`src/rtl/assert_macros.svh`:
```
// Assertion macros shared by the RTL of the stereo feedback delay.
// Depends on nothing; included by the modules that check their own logic.
`ifndef ASSERT_MACROS_SVH
`define ASSERT_MACROS_SVH

// Clocked assertion that is switched off while reset is held low.
`define SFD_ASSERT_RST(lbl, clk, rst_n, prop, msg) \
    lbl: assert property (@(posedge clk) disable iff (!rst_n) prop) else $error(msg);

// Clocked assertion that is checked on every edge, reset included.
`define SFD_ASSERT(lbl, clk, prop, msg) \
    lbl: assert property (@(posedge clk) prop) else $error(msg);

`endif

```
`src/rtl/sfd_merge.sv`:
```
// Merge stage: saturates both lane blends and holds them in the output register.
// Depends on nothing; its load comes from the top level.
module sfd_merge #(
    parameter int SAMPLE_BITS = 16
) (
    input  logic                            i_clk,
    input  logic                            i_rst_n,
    input  logic                            i_load,
    input  logic                            i_out_ready,
    input  logic signed [SAMPLE_BITS+18:0]  i_left_mix,
    input  logic signed [SAMPLE_BITS+18:0]  i_right_mix,
    output logic                            o_out_valid,
    output logic signed [SAMPLE_BITS-1:0]   o_left_out,
    output logic signed [SAMPLE_BITS-1:0]   o_right_out,
    output logic                            o_free
);

    localparam int SB = SAMPLE_BITS;
    localparam int MW = SB + 19;

    logic                 r_valid;
    logic [SB-1:0]        r_left;
    logic [SB-1:0]        r_right;
    logic                 w_lfit;
    logic                 w_rfit;
    logic [SB-1:0]        n_left;
    logic [SB-1:0]        n_right;

    // Clip each blend to the signed sample range.
    assign w_lfit  = (&i_left_mix[MW-1:SB-1]) || !(|i_left_mix[MW-1:SB-1]);
    assign w_rfit  = (&i_right_mix[MW-1:SB-1]) || !(|i_right_mix[MW-1:SB-1]);
    assign n_left  = w_lfit ? i_left_mix[SB-1:0]
                   : (i_left_mix[MW-1] ? {1'b1, {(SB-1){1'b0}}} : {1'b0, {(SB-1){1'b1}}});
    assign n_right = w_rfit ? i_right_mix[SB-1:0]
                   : (i_right_mix[MW-1] ? {1'b1, {(SB-1){1'b0}}} : {1'b0, {(SB-1){1'b1}}});

    // Output register is free when empty or being taken this cycle.
    assign o_free      = !r_valid || i_out_ready;
    assign o_out_valid = r_valid;
    assign o_left_out  = $signed(r_left);
    assign o_right_out = $signed(r_right);

    always_ff @(posedge i_clk) begin
        if (!i_rst_n) begin
            r_valid <= 1'b0;
        end else if (i_load) begin
            r_valid <= 1'b1;
        end else if (i_out_ready) begin
            r_valid <= 1'b0;
        end
    end

    // Payload needs no reset.
    always_ff @(posedge i_clk) begin
        if (i_load) begin
            r_left  <= n_left;
            r_right <= n_right;
        end
    end

endmodule

```
`config.mk`:
```
export PLATFORM = sky130hd
export DESIGN_NAME = sfd_merge
export DESIGN_NICKNAME = d
export VERILOG_FILES = /design/src/rtl/assert_macros.svh /design/src/rtl/sfd_merge.sv
export SDC_FILE = /design/constraint.sdc
export NUM_CORES = 1
export LEC_CHECK = 0
export ABC_AREA = 1
export BUFFER_PORTS_ARGS = -buffer_cell sky130_fd_sc_hd__buf_4
export CAP_MARGIN = 20
export CORE_MARGIN = 2
export CORE_UTILIZATION = 38
export CTS_BUF_LIST = sky130_fd_sc_hd__clkbuf_8
export DETAILED_ROUTE_END_ITERATION = 12
export PLACE_DENSITY = 0.83
export SYNTH_ARGS = -nofsm -noshare
export SYNTH_HDL_FRONTEND = slang
export SYNTH_SLANG_ARGS = --single-unit
```
`constraint.sdc`:
```
create_clock -name i_clk -period 1.2 [get_ports i_clk]
set_input_delay 0.18 -clock i_clk [delete_from_list [all_inputs] [get_ports i_clk]]
set_output_delay 0.18 -clock i_clk [all_outputs]
set_load 0.02 [all_outputs]
```
Word level (Yosys, flattened, before mapping)
Index checks and enable logic that the tools add are counted.
{"block": "totals", "reg_bits": 33, "inputBits": 74, "out_inout_bits": 34, "elab_cells": 20}
{"block": "op_classes", "n_mux": 6, "n_reduce_logical": 11}
{"op": "16-bit two-way mux", "count": 4}
{"op": "20-bit AND reduction", "count": 2}
{"op": "20-bit OR reduction", "count": 2}
{"op": "1-bit logical NOT", "count": 3}
{"op": "1-bit logical OR", "count": 3}
{"op": "1-bit two-way mux", "count": 2}
{"op": "2-bit nonzero test", "count": 1}

Longest topological paths before layout
Gate-level depths: netlist of the first run.
{"block": "depth", "ltp_word": 4, "mapped_depth": 9, "depth_no_buf": 8}

Least setup slack after synthesis of the first run
Ideal clock, no wire load.
{"block": "synth_path", "path_kind": "in2reg", "start": "input port i_right_mix[17]", "end": "register r_right[10], in the netlist o_right_out[10], data pin", "setup_ns": 0.252, "arrival_time_ns": 0.931, "required_time_ns": 0.948, "setup_slack_ns": 0.017, "cell_stages": 6, "path_buffers": 1, "cell_sequence": "or2_1 nor2_1 nand3_2 nand3b_2 buf_6 nand2_1"}
{"block": "synth_between", "elab_chain_len": 4, "elab_cells_between_ends": 5, "cone_classes": "1 x mux; 4 x reduce/logical"}
{"item": "from (decl)", "line": "sfd_merge.sv:11", "source": "input logic signed [SAMPLE_BITS+18:0] i_right_mix,"}
{"item": "20-bit OR reduction", "line": "sfd_merge.sv:31", "source": "assign w_rfit = (&i_right_mix[MW-1:SB-1]) || !(|i_right_mix[MW-1:SB-1]);"}
{"item": "1-bit logical NOT", "line": "sfd_merge.sv:31"}
{"item": "1-bit logical OR *", "line": "sfd_merge.sv:31"}
{"item": "16-bit two-way mux *", "line": "sfd_merge.sv:34", "source": "assign n_right = w_rfit ? i_right_mix[SB-1:0]"}
{"item": "via n_right[10]", "line": "sfd_merge.sv:27", "source": "logic [SB-1:0] n_right;"}
{"item": "to (signal assigned)", "line": "sfd_merge.sv:57", "source": "r_right <= n_right;"}
{"item": "to (decl)", "line": "sfd_merge.sv:23", "source": "logic [SB-1:0] r_right;"}
Mark *: on every way through the listed nets, which the timed path passes. The rest lies on a longest branch.
A chain may end at the register's enable or synchronous reset.

Worst setup path in the final report of the first run
{"block": "layout_path", "start": "input port i_right_mix[17]", "end": "register r_right[0], in the netlist o_right_out[0], data pin"}
The elaborated chain is that of the path after synthesis.

==> results of run 1 <==
-- cell families after synthesis --
| logic type | Yosys count |
|---|---|
| buffers and inverters | 9 |
| AO/OA/AOI/OAI | 1 |
| AND/OR/NAND/NOR | 127 |
| flip-flops | 33 |
-- layout make-up --
class                           instances  area [um2]
Clock buffer                            5        68.8
Fill cell                             347        1440
Tap cell                               50        62.6
Multi-Input combinational cell        128         531
Clock inverter                          3        13.8
Timing Repair Buffer                  112         891
Sequential cell                        33         981
Inverter                                3        11.3
-- worst max-delay path, stage by stage --
cell and delay (ps):
sky130_fd_sc_hd__buf_4 110, sky130_fd_sc_hd__or2_1 210, sky130_fd_sc_hd__nor2_1 130, sky130_fd_sc_hd__nand3_2 110, sky130_fd_sc_hd__nand3b_2 120, sky130_fd_sc_hd__buf_12 140
sky130_fd_sc_hd__nand2_1 60
-- metrics by stage --
stage               util [%]  cell area (um2)  total power, mW
floorplan                  -             1570             1.61
global placement        61.9             2480             1.97
detailed placement      61.9             2480             1.99
CTS                     64.0             2560             2.74
global route            64.0             2560             2.84
finish                  64.0             2560             2.71
-- cell usage in the layout (no fill, tap or decap) --
| master | instances |
|---|---|
| sky130_fd_sc_hd__nand2_1 | 80 |
| sky130_fd_sc_hd__nor2_1 | 31 |
| sky130_fd_sc_hd__buf_4 | 108 |
| sky130_fd_sc_hd__buf_12 | 4 |
| sky130_fd_sc_hd__and2_0 | 1 |
| sky130_fd_sc_hd__dfxtp_1 | 1 |
| sky130_fd_sc_hd__clkbuf_8 | 5 |
| sky130_fd_sc_hd__nand3b_2 | 1 |
| sky130_fd_sc_hd__nand4_1 | 6 |
| sky130_fd_sc_hd__nand2_2 | 3 |
| sky130_fd_sc_hd__a21boi_0 | 1 |
| sky130_fd_sc_hd__or2_1 | 2 |
| sky130_fd_sc_hd__clkinv_2 | 2 |
| sky130_fd_sc_hd__nand3_2 | 1 |
| sky130_fd_sc_hd__inv_1 | 4 |
| sky130_fd_sc_hd__nand3_1 | 2 |
| sky130_fd_sc_hd__edfxtp_1 | 32 |
-- power breakdown --
| group | internal [mW] | total [mW] | switching, mW |
|---|---|---|---|
| clock | 0.392 | 0.755 | 0.362 |
| combinational | 0.302 | 0.564 | 0.263 |
| sequential | 1.36 | 1.39 | 0.0245 |
-- registers in the layout, summed over array words and instances, names as in the netlist --
register and flops:
o_left_out 16, o_right_out 16, o_out_valid 1
-- synthesized netlist by cell type --
master | instances | area [um2]
sky130_fd_sc_hd__a21boi_0 | 1 | 7.51
sky130_fd_sc_hd__and2_0 | 1 | 6.26
sky130_fd_sc_hd__buf_4 | 2 | 15.0
sky130_fd_sc_hd__buf_6 | 1 | 11.3
sky130_fd_sc_hd__buf_8 | 1 | 15.0
sky130_fd_sc_hd__clkbuf_1 | 2 | 7.51
sky130_fd_sc_hd__dfxtp_1 | 1 | 20.0
sky130_fd_sc_hd__edfxtp_1 | 32 | 961
sky130_fd_sc_hd__inv_1 | 3 | 11.3
sky130_fd_sc_hd__nand2_1 | 80 | 300
sky130_fd_sc_hd__nand2_2 | 3 | 18.8
sky130_fd_sc_hd__nand3_1 | 2 | 10.0
sky130_fd_sc_hd__nand3_2 | 1 | 10.0
sky130_fd_sc_hd__nand3b_2 | 1 | 11.3
sky130_fd_sc_hd__nand4_1 | 6 | 37.5
sky130_fd_sc_hd__nor2_1 | 31 | 116
sky130_fd_sc_hd__or2_1 | 2 | 12.5
-- worst max-delay path by stage --
stage / from / endpoint / slack [ps] / cells after the start
4_1_cts: i_right_mix[17] / o_right_out[0] / 150 / 7
5_1_grt: i_left_mix[25] / o_left_out[9] / 90 / 8
3_5_place_dp: i_right_mix[17] / o_right_out[0] / -140 / 7
3_3_place_gp: i_right_mix[17] / o_right_out[10] / -100 / 7
2_1_floorplan: i_right_mix[17] / o_right_out[10] / 20 / 6
6_report: i_right_mix[17] / o_right_out[0] / 160 / 7
-- routing by layer --
layer / track usage (%) / vias to the layer above / wire (um)
met5: 0 / - / 0
met4: 5.25 / 0 / 57
met3: 3.95 / 7 / 284
met2: 34.0 / 63 / 2130
met1: 17.1 / 690 / 1380
li1: - / 780 / -
==> metrics.log, run 1 <==
INFO  metric status = complete, no violations
INFO  metric stdcell_count = 334
INFO  metric worstPathRequired = 1220 ps
INFO  metric route.final.wire_length = 3.85 mm
INFO  metric finish.net_count = 357
INFO  metric grt.total_usage = 17.0%
INFO  metric ys.warnings.count = 0
INFO  metric worst_slew_pin_tran = 410 ps
INFO  metric p_leak = 1.18 nW
INFO  metric synth.mux.area_fraction = 0%
INFO  metric grt_setup_unrepaired = false
INFO  metric worst_hold_stages = 1
INFO  metric worst-r2r-setup-slack = 600 ps
INFO  metric synth_adder_area_share = 0%
INFO  metric crit-reg2reg-capture = o_out_valid
INFO  metric hold_path_end = o_left_out[15]
INFO  metric worst-setup-path-type = in2reg
INFO  metric powerDensity = 1060 mW/mm2
INFO  metric setup_tns = 0 ps
INFO  metric final_layout_size_suffix_gt1_share = 43.7%
INFO  metric hold-worst-slack = 112 ps
INFO  metric clock_latency = 270 ps
INFO  metric hold_class = in2reg
INFO  metric synth_seq_cells = 33
INFO  metric grt_antenna_before_repair = 0
INFO  metric synth_top_family_by_area = simple AND/OR/NAND/NOR gates
INFO  metric area_growth_syn_to_layout = 62.8%
INFO  metric port_buffers = 107
INFO  metric final_period_minus_worst_setup_slack = 1040 ps
INFO  metric route.detailed.vias_per_inst = 4.61
INFO  metric synth_area = 0.00157 mm2
INFO  metric cts_num_sinks = 33
INFO  metric grt_overflow = 0
INFO  metric synth_compound_area_share = 0.478%
INFO  metric root_buffer = sky130_fd_sc_hd__clkbuf_8
INFO  metric cts_inserted_buffers = 5
INFO  metric timing.final.crit_share = 86.6%
INFO  metric cts_buffer_depth = 2
INFO  metric die_area = 0.00467 mm2
INFO  metric die_y = 68.3 um
INFO  metric max_slew_margin = 72.6%
INFO  metric regToRegStartpoint = o_out_valid
INFO  metric placed_cells = 326
INFO  metric start_kind = input pin
INFO  metric final_hold_violation_count = 0
INFO  metric setup_viol = 0
INFO  metric initial_utilization = 39.3%
INFO  metric cts.hold.buffers_added = 0
INFO  metric setup_slack = 160 ps
INFO  metric postCtsSetupBuffers = 0
INFO  metric timing.final.max_slew_violations = 0
INFO  metric worst_setup_path_end_kind = register
INFO  metric post_cts_resize_count = 0
INFO  metric grt_start_max_net_pins = 34
INFO  metric mappedNetlistNets = 244
INFO  metric cts_tree = yes
INFO  metric synth_xor_xnor_area_share = 0%
INFO  metric drc_errors = 0
INFO  metric clkSlewWorstSetupHoldPaths = 60 ps
INFO  metric netlist-cell-type-count = 17
INFO  metric min_from = i_left_mix[34]
INFO  metric fp.coreArea = 0.00400 mm2
INFO  metric path_max_fanout = 15
INFO  metric netlist_instances = 170
INFO  metric worst_ep_arrival_time = 1060 ps
INFO  metric detailedRoute.firstPassIterationCount = 4
INFO  metric first_global_vias = 1457
INFO  metric first_iter_violations = 133
INFO  metric grt_pass1_wl = 5.98 mm
INFO  metric io-pin-count = 108
INFO  metric routabilityCongestion = 0.784
INFO  metric avgRoutedWirePerCell = 11.5 um
INFO  metric die_w = 68.3 um
INFO  metric drv_cap = 0
INFO  metric ir_drop = 0.000403 V
INFO  metric timing.reg2reg.worst_path_depth = 2
INFO  metric yosysSeqAreaShare = 62.4%
INFO  metric detailed_place_hpwl = 3.10 mm
INFO  metric detailroute.via_count = 1540
INFO  metric num_antenna_cells = 0
INFO  metric clock-skew-final = 0 ps
INFO  metric max_freq = 962 MHz
INFO  metric num_rows = 23
INFO  metric antenna_left = 0
INFO  metric synth-simple-area-share = 33.3%
INFO  metric synth_area_per_inst = 9.24 um2
INFO  metric htree_levels = 2
INFO  metric preCtsSetupSlack = -141 ps
Note: power is estimated with default switching activity, not from simulation.
==> run 2: changes to the inputs <==
Settings changed: BUFFER_PORTS_ARGS -buffer_cell sky130_fd_sc_hd__buf_4 to not set, CORE_MARGIN 2 to 4, CORE_UTILIZATION 38 to 40, DONT_BUFFER_PORTS set to 1, PLACE_DENSITY 0.83 to 0.62, SKIP_CTS_REPAIR_TIMING set to 1.
==> run 2 against run 1 <==
Worst hold slack got worse by 100 ps; register-to-register slack got worse by 180 ps; utilization fell by 16 points; maximum frequency rose by 6.0%; critical endpoint is now o_right_out[3]; first-iteration DRC count fell by 38%; largest power group unchanged; final area fell by 31%; global-route usage fell by 3.2 points; combinational power fell by 83%.
==> metrics.log, run 2 (same netlist as run 1, synthesis figures left out) <==
INFO  metric clock_latency = 280 ps (about the same)
INFO  metric hold_class = in2reg
INFO  metric route.final.wire_length = 3.41 mm (-11%)
INFO  metric placed_cell_area = 0.00161 mm2 (-35%)
INFO  metric timing.reg2reg.worst_path_depth = 2 (unchanged)
INFO  metric grt_pass1_wl = 5.46 mm (-8.8%)
INFO  metric critPathTopFamily = simple AND/OR/NAND/NOR gates
INFO  metric first_global_vias = 1214 (-17%)
INFO  metric fp.coreArea = 0.00372 mm2 (-7.1%)
INFO  metric setup_slack = 219 ps (+59.1 ps)
INFO  metric grt_setup_unrepaired = false
INFO  metric grt_antenna_before_repair = 0 (unchanged)
INFO  metric worstPathRequired = 1220 ps (about the same)
INFO  metric cpMaxStageDelayCell = sky130_fd_sc_hd__nand3b_2
INFO  metric regToRegStartpoint = o_out_valid
INFO  metric cp.depth = 5 (-2)
INFO  metric detailedRoute.firstPassIterationCount = 4 (unchanged)
INFO  metric finish.net_count = 249 (-30%)
INFO  metric max_freq = 1020 MHz (+6.0%)
INFO  metric min_from = i_load
INFO  metric detailroute.via_count = 1139 (-26%)
INFO  metric clock-skew-final = 0 ps (unchanged)
INFO  metric port_buffers = 0 (-100%)
INFO  metric status = complete, no violations
INFO  metric die_area = 0.00500 mm2 (+7.1%)
INFO  metric critical_path.cell_chain = or2_1, nor2_1, nand3_2, nand3b_2, nand2_1
INFO  metric num_rows = 22 (-4.3%)
INFO  metric initial_utilization = 42.3% (+3.0 points)
INFO  metric detailed_place_hpwl = 2.68 mm (-14%)
INFO  metric finish.utilization = 47.5% (-16 points)
INFO  metric die_w = 70.7 um (+3.5%)
INFO  metric ir_drop = 0.000409 V (+1.5%)
INFO  metric root_buffer = sky130_fd_sc_hd__clkbuf_8
INFO  metric top_usage_layer = met2
INFO  metric cts_num_sinks = 33 (unchanged)
INFO  metric cts_buffer_depth = 2 (unchanged)
INFO  metric grt.total_usage = 13.9% (-3.2 points)
INFO  metric preCtsSetupSlack = -79.3 ps (+61.9 ps)
INFO  metric routabilityCongestion = 0.730 (-6.9%)
INFO  metric global_route.usage.met1 = 13.7% (-3.4 points)
INFO  metric max_slew_margin = 69.5% (-3.1 points)
INFO  metric path_max_fanout = 15 (unchanged)
INFO  metric global_route.usage.met3 = 8.10% (+4.1 points)
INFO  metric cp-endpoint = o_right_out[3]
INFO  metric powerDensity = 1600 mW/mm2 (+51%)
INFO  metric crit-reg2reg-capture = o_out_valid
INFO  metric num_antenna_cells = 0 (unchanged)
INFO  metric final_cell_area = 0.00176 mm2 (-31%)
INFO  metric p_leak = 0.667 nW (-43%)
INFO  metric critPathMaxStageDelay = 260 ps (+50 ps)
INFO  metric worst_slew_pin_tran = 456 ps (+45.6 ps)
INFO  metric clkSlewWorstSetupHoldPaths = 60 ps (about the same)
INFO  metric first_iter_violations = 83 (-38%)
INFO  metric htree_levels = 2 (unchanged)
INFO  metric grt_use_met2 = 23.7% (-10 points)
INFO  metric area_growth_syn_to_layout = 12.3%
INFO  metric cts_inserted_buffers = 5 (unchanged)
INFO  metric layout_common_cells = sky130_fd_sc_hd__nand2_1, sky130_fd_sc_hd__edfxtp_1, sky130_fd_sc_hd__nor2_1, sky130_fd_sc_hd__nand4_1, sky130_fd_sc_hd__clkbuf_8
INFO  metric drv_cap = 0 (unchanged)
INFO  metric timing.final.max_slew_violations = 0 (unchanged)
INFO  metric worst-setup-path-type = in2reg
INFO  metric antenna_left = 0 (unchanged)
INFO  metric die_y = 70.7 um (+3.5%)
INFO  metric placed_cells = 214 (-34%)
INFO  metric drc_errors = 0 (unchanged)
INFO  metric setup_tns = 0 ps (unchanged)
INFO  metric cts_tree = yes
INFO  metric final_layout_size_suffix_gt1_share = 8.52% (-35 points)
INFO  metric critical_path.n_buffers_inverters = 0 (-2)
INFO  metric worst_ep_arrival_time = 1000 ps (-60 ps)
INFO  metric stdcell_count = 224 (-33%)
INFO  metric grt_start_max_net_pins = 34 (unchanged)
INFO  metric grt_overflow = 0 (unchanged)
INFO  metric io-pin-count = 108 (unchanged)
INFO  metric final_hold_violation_count = 0 (unchanged)
INFO  metric final_period_minus_worst_setup_slack = 981 ps (-59.1 ps)
INFO  metric worst-r2r-setup-slack = 420 ps (-180 ps)
INFO  metric setup_viol = 0 (unchanged)
INFO  metric final_common_cell = sky130_fd_sc_hd__nand2_1
INFO  metric start_kind = input pin
INFO  metric timing.final.crit_share = 81.7% (-4.9 points)
INFO  metric avgRoutedWirePerCell = 15.2 um (+32%)
INFO  metric route.detailed.vias_per_inst = 5.08 (+10%)
INFO  metric worst_setup_path_end_kind = register
INFO  metric critPathLaunch = i_right_mix[17]
run 2: cell count changes in the layout (fill, tap and decap cells not counted):
cell / delta
sky130_fd_sc_hd__buf_4: -107
sky130_fd_sc_hd__buf_12: -3
sky130_fd_sc_hd__bufinv_16: +2
sky130_fd_sc_hd__dlygate4sd3_1: +2
sky130_fd_sc_hd__clkinv_2: -1
sky130_fd_sc_hd__inv_1: -1
run 2: metrics by stage:
stage,hold slack (ps),power [mW]
6_report,12.3,2.82
5_1_grt,-10.9,2.94
4_1_cts,-14.2,2.85
3_5_place_dp,279,1.64
3_3_place_gp,279,1.63
2_1_floorplan,292,1.61
run 2: final cells by class:
cell class,count,area [um2]
Clock buffer,5,68.8
Clock inverter,3,65.1
Fill cell,345,1950
Inverter,3,11.3
Multi-Input combinational cell,128,531
Sequential cell,33,981
Tap cell,48,60.1
Timing Repair Buffer,4,47.5
run 2: layer usage:
| layer | vias up | part of all wire, % |
|---|---|---|
| li1 | 560 | - |
| met1 | 497 | 34 |
| met2 | 78 | 51 |
| met3 | 4 | 14 |
| met4 | 0 | 1.4 |
| met5 | - | 0 |
run 2: worst min path at each step:
| stage | cells past startpoint | to |
|---|---|---|
| 6_report | 0 | o_left_out[15] |
| 5_1_grt | 0 | o_left_out[15] |
| 4_1_cts | 0 | o_left_out[15] |
| 3_5_place_dp | 0 | o_left_out[15] |
| 3_3_place_gp | 0 | o_left_out[15] |
| 2_1_floorplan | 0 | o_left_out[0] |
run 2: power breakdown:
group	total, mW	internal [mW]	leakage, nW	switching [mW]
logic	0.0987	0.0464	0.278	0.0523
clock network	1.20	0.824	0.0681	0.378
registers	1.52	1.37	0.322	0.146
run 2: worst reg2reg max path, cell delays in order (launching register included):
cell	delay, ps
sky130_fd_sc_hd__dfxtp_1	340
sky130_fd_sc_hd__nand2_1	170
sky130_fd_sc_hd__a21boi_0	200
==> run 3: changes to the inputs <==
Clock period 1.2 ns to 0.8 ns, I/O delays scaled along.
==> run 3 against run 2 <==
The run now ends with hold timing, setup timing left; global-route usage increased by 0.19 points; final area rose by 13%; die area unchanged; critical path depth down 3; non-clock buffer count grew 3; sequential power rose by 50%; power rose by 32%; critical endpoint is now o_free; largest cell class unchanged; largest power group unchanged.
==> metrics.log, run 3 (same netlist as run 1, synthesis figures left out) <==
INFO  metric root_buffer = sky130_fd_sc_hd__clkbuf_8
INFO  metric critical_path.n_buffers_inverters = 1 (+1)
INFO  metric hold-worst-slack = -52.4 ps (-64.7 ps)
INFO  metric grt_overflow = 0 (unchanged)
INFO  metric final_common_cell = sky130_fd_sc_hd__nand2_1
INFO  metric timing.final.max_slew_violations = 0 (unchanged)
INFO  metric grt_setup_unrepaired = true
INFO  metric regArea = 982 um2 (+0.13%)
INFO  metric status = complete, but fails checks
INFO  metric antenna_left = 0 (unchanged)
INFO  metric route.detailed.vias_per_inst = 5.33 (+4.9%)
INFO  metric fp.coreArea = 0.00372 mm2 (unchanged)
INFO  metric critPathMaxStageDelay = 330 ps (+70 ps)
INFO  metric num_rows = 22 (unchanged)
INFO  metric layout_common_cells = sky130_fd_sc_hd__nand2_1, sky130_fd_sc_hd__edfxtp_1, sky130_fd_sc_hd__nand2_2, sky130_fd_sc_hd__nor2_1, sky130_fd_sc_hd__nor2_2
INFO  metric clock_latency = 270 ps (about the same)
INFO  metric worst-setup-path-type = reg2out
INFO  metric detailedRoute.firstPassIterationCount = 4 (unchanged)
INFO  metric grt_antenna_before_repair = 0 (unchanged)
INFO  metric area_growth_syn_to_layout = 27.2%
INFO  metric die_y = 70.7 um (unchanged)
INFO  metric powerDensity = 1860 mW/mm2 (+17%)
INFO  metric max_freq = 1100 MHz
INFO  metric final_hold_violation_count = 32 (+32)
INFO  metric die_area = 0.00500 mm2 (unchanged)
INFO  metric cts_num_sinks = 33 (unchanged)
INFO  metric ir_drop = 0.000605 V (+48%)
INFO  metric htree_levels = 2 (unchanged)
INFO  metric clock-skew-final = 0 ps (unchanged)
INFO  metric avgRoutedWirePerCell = 17.2 um (+13%)
INFO  metric initial_utilization = 42.3% (unchanged)
INFO  metric final_period_minus_worst_setup_slack = 913 ps
INFO  metric cts_tree = yes
INFO  metric clkSlewWorstSetupHoldPaths = 70 ps (about the same)
INFO  metric finish.utilization = 53.8% (+6.3 points)
INFO  metric drc_errors = 0 (unchanged)
INFO  metric cpMaxStageDelayCell = sky130_fd_sc_hd__dfxtp_2
INFO  metric hold_class = in2reg
INFO  metric die_w = 70.7 um (unchanged)
INFO  metric worst_setup_path_end_kind = output port
INFO  metric cts_buffer_depth = 2 (unchanged)
INFO  metric worst_slew_pin_tran = 242 ps (-214 ps)
INFO  metric p_leak = 0.722 nW (+8.2%)
INFO  metric timing.final.crit_share = 114%
INFO  metric setup_tns = -3520 ps (-3520 ps)
INFO  metric finish.net_count = 256 (+2.8%)
INFO  metric detailed_place_hpwl = 2.68 mm (about the same)
INFO  metric grt_start_max_net_pins = 34 (unchanged)
INFO  metric path_max_fanout = 2 (-13)
INFO  metric first_iter_violations = 76 (-8.4%)
INFO  metric regToRegStartpoint = o_out_valid
INFO  metric multi_input_area = 790 um2 (+49%)
INFO  metric fillCellCount = 345 (unchanged)
INFO  metric detailroute.via_count = 1232 (+8.2%)
INFO  metric start_kind = register
INFO  metric io-pin-count = 108 (unchanged)
INFO  metric cts_inserted_buffers = 5 (unchanged)
INFO  metric violations_in_the_final_reports = hold timing, setup timing
INFO  metric worstPathRequired = 680 ps (-540 ps)
INFO  metric worst_ep_arrival_time = 790 ps (-210 ps)
INFO  metric final_layout_size_suffix_gt1_share = 33.3% (+25 points)
INFO  metric route.final.wire_length = 3.98 mm (+17%)
INFO  metric first_global_vias = 1168 (-3.8%)
INFO  metric setup_viol = 51 (+51)
INFO  metric critPathTopFamily = flip-flops
INFO  metric critPathLaunch = o_out_valid
INFO  metric grt.total_usage = 14.1% (+0.19 points)
INFO  metric min_from = i_load
INFO  metric max_slew_margin = 83.9% (+14 points)
INFO  metric critical_path.cell_chain = nand2_2, buf_6
INFO  metric num_antenna_cells = 0 (unchanged)
INFO  metric routabilityCongestion = 0.747 (+2.3%)
INFO  metric grt_pass1_wl = 5.37 mm (-1.6%)
INFO  metric port_buffers = 0 (unchanged)
INFO  metric drv_cap = 0 (unchanged)
INFO  metric setup_slack = -113 ps (-332 ps)
INFO  metric power = 3.72 mW (+32%)
run 3: final timing paths:
path | end | cells past startpoint | slack, ps
min reg2reg | o_out_valid | 3 | 580
min | o_left_out[8] | 0 | -50
max reg2reg | o_out_valid | 3 | 100
max | o_free | 2 | -110
run 3: metal layers:
metal	vias to the layer above	track usage, %	wire [um]	share of wire (%)
met1	565	16.0	1520	38
met2	78	22.8	1980	50
met3	6	6.39	424	11
met5	-	0	0	0
li1	583	-	-	-
met4	0	6.26	63	1.6
run 3: stage by stage:
stage / hold WS [ps] / worst slack [ps] / std cells / cell area [um2]
after detailed placement: 219 / -374 / 214 / 1630
after global routing: -73.0 / -168 / 231 / 2000
after CTS: -80.2 / -178 / 222 / 1720
after global placement: 219 / -312 / 214 / 1630
after floorplan: 232 / -279 / 170 / 1610
final: -52.4 / -113 / 231 / 2000
run 3: area by class of cell:
| type | count | area share (%) |
|---|---|---|
| multi-input cells | 132 | 39.5 |
| well taps | 48 | 3.00 |
| clock buffers | 6 | 4.13 |
| repair buffers | 7 | 3.32 |
| clock inverters | 2 | 0.375 |
| inverters | 3 | 0.563 |
| flip-flops and latches | 33 | 49.1 |
run 3: report_power, final:
part	internal, mW	switching [mW]
Combinational	0.107	0.105
Sequential	2.06	0.221
Clock	0.675	0.556
Total	2.84	0.882
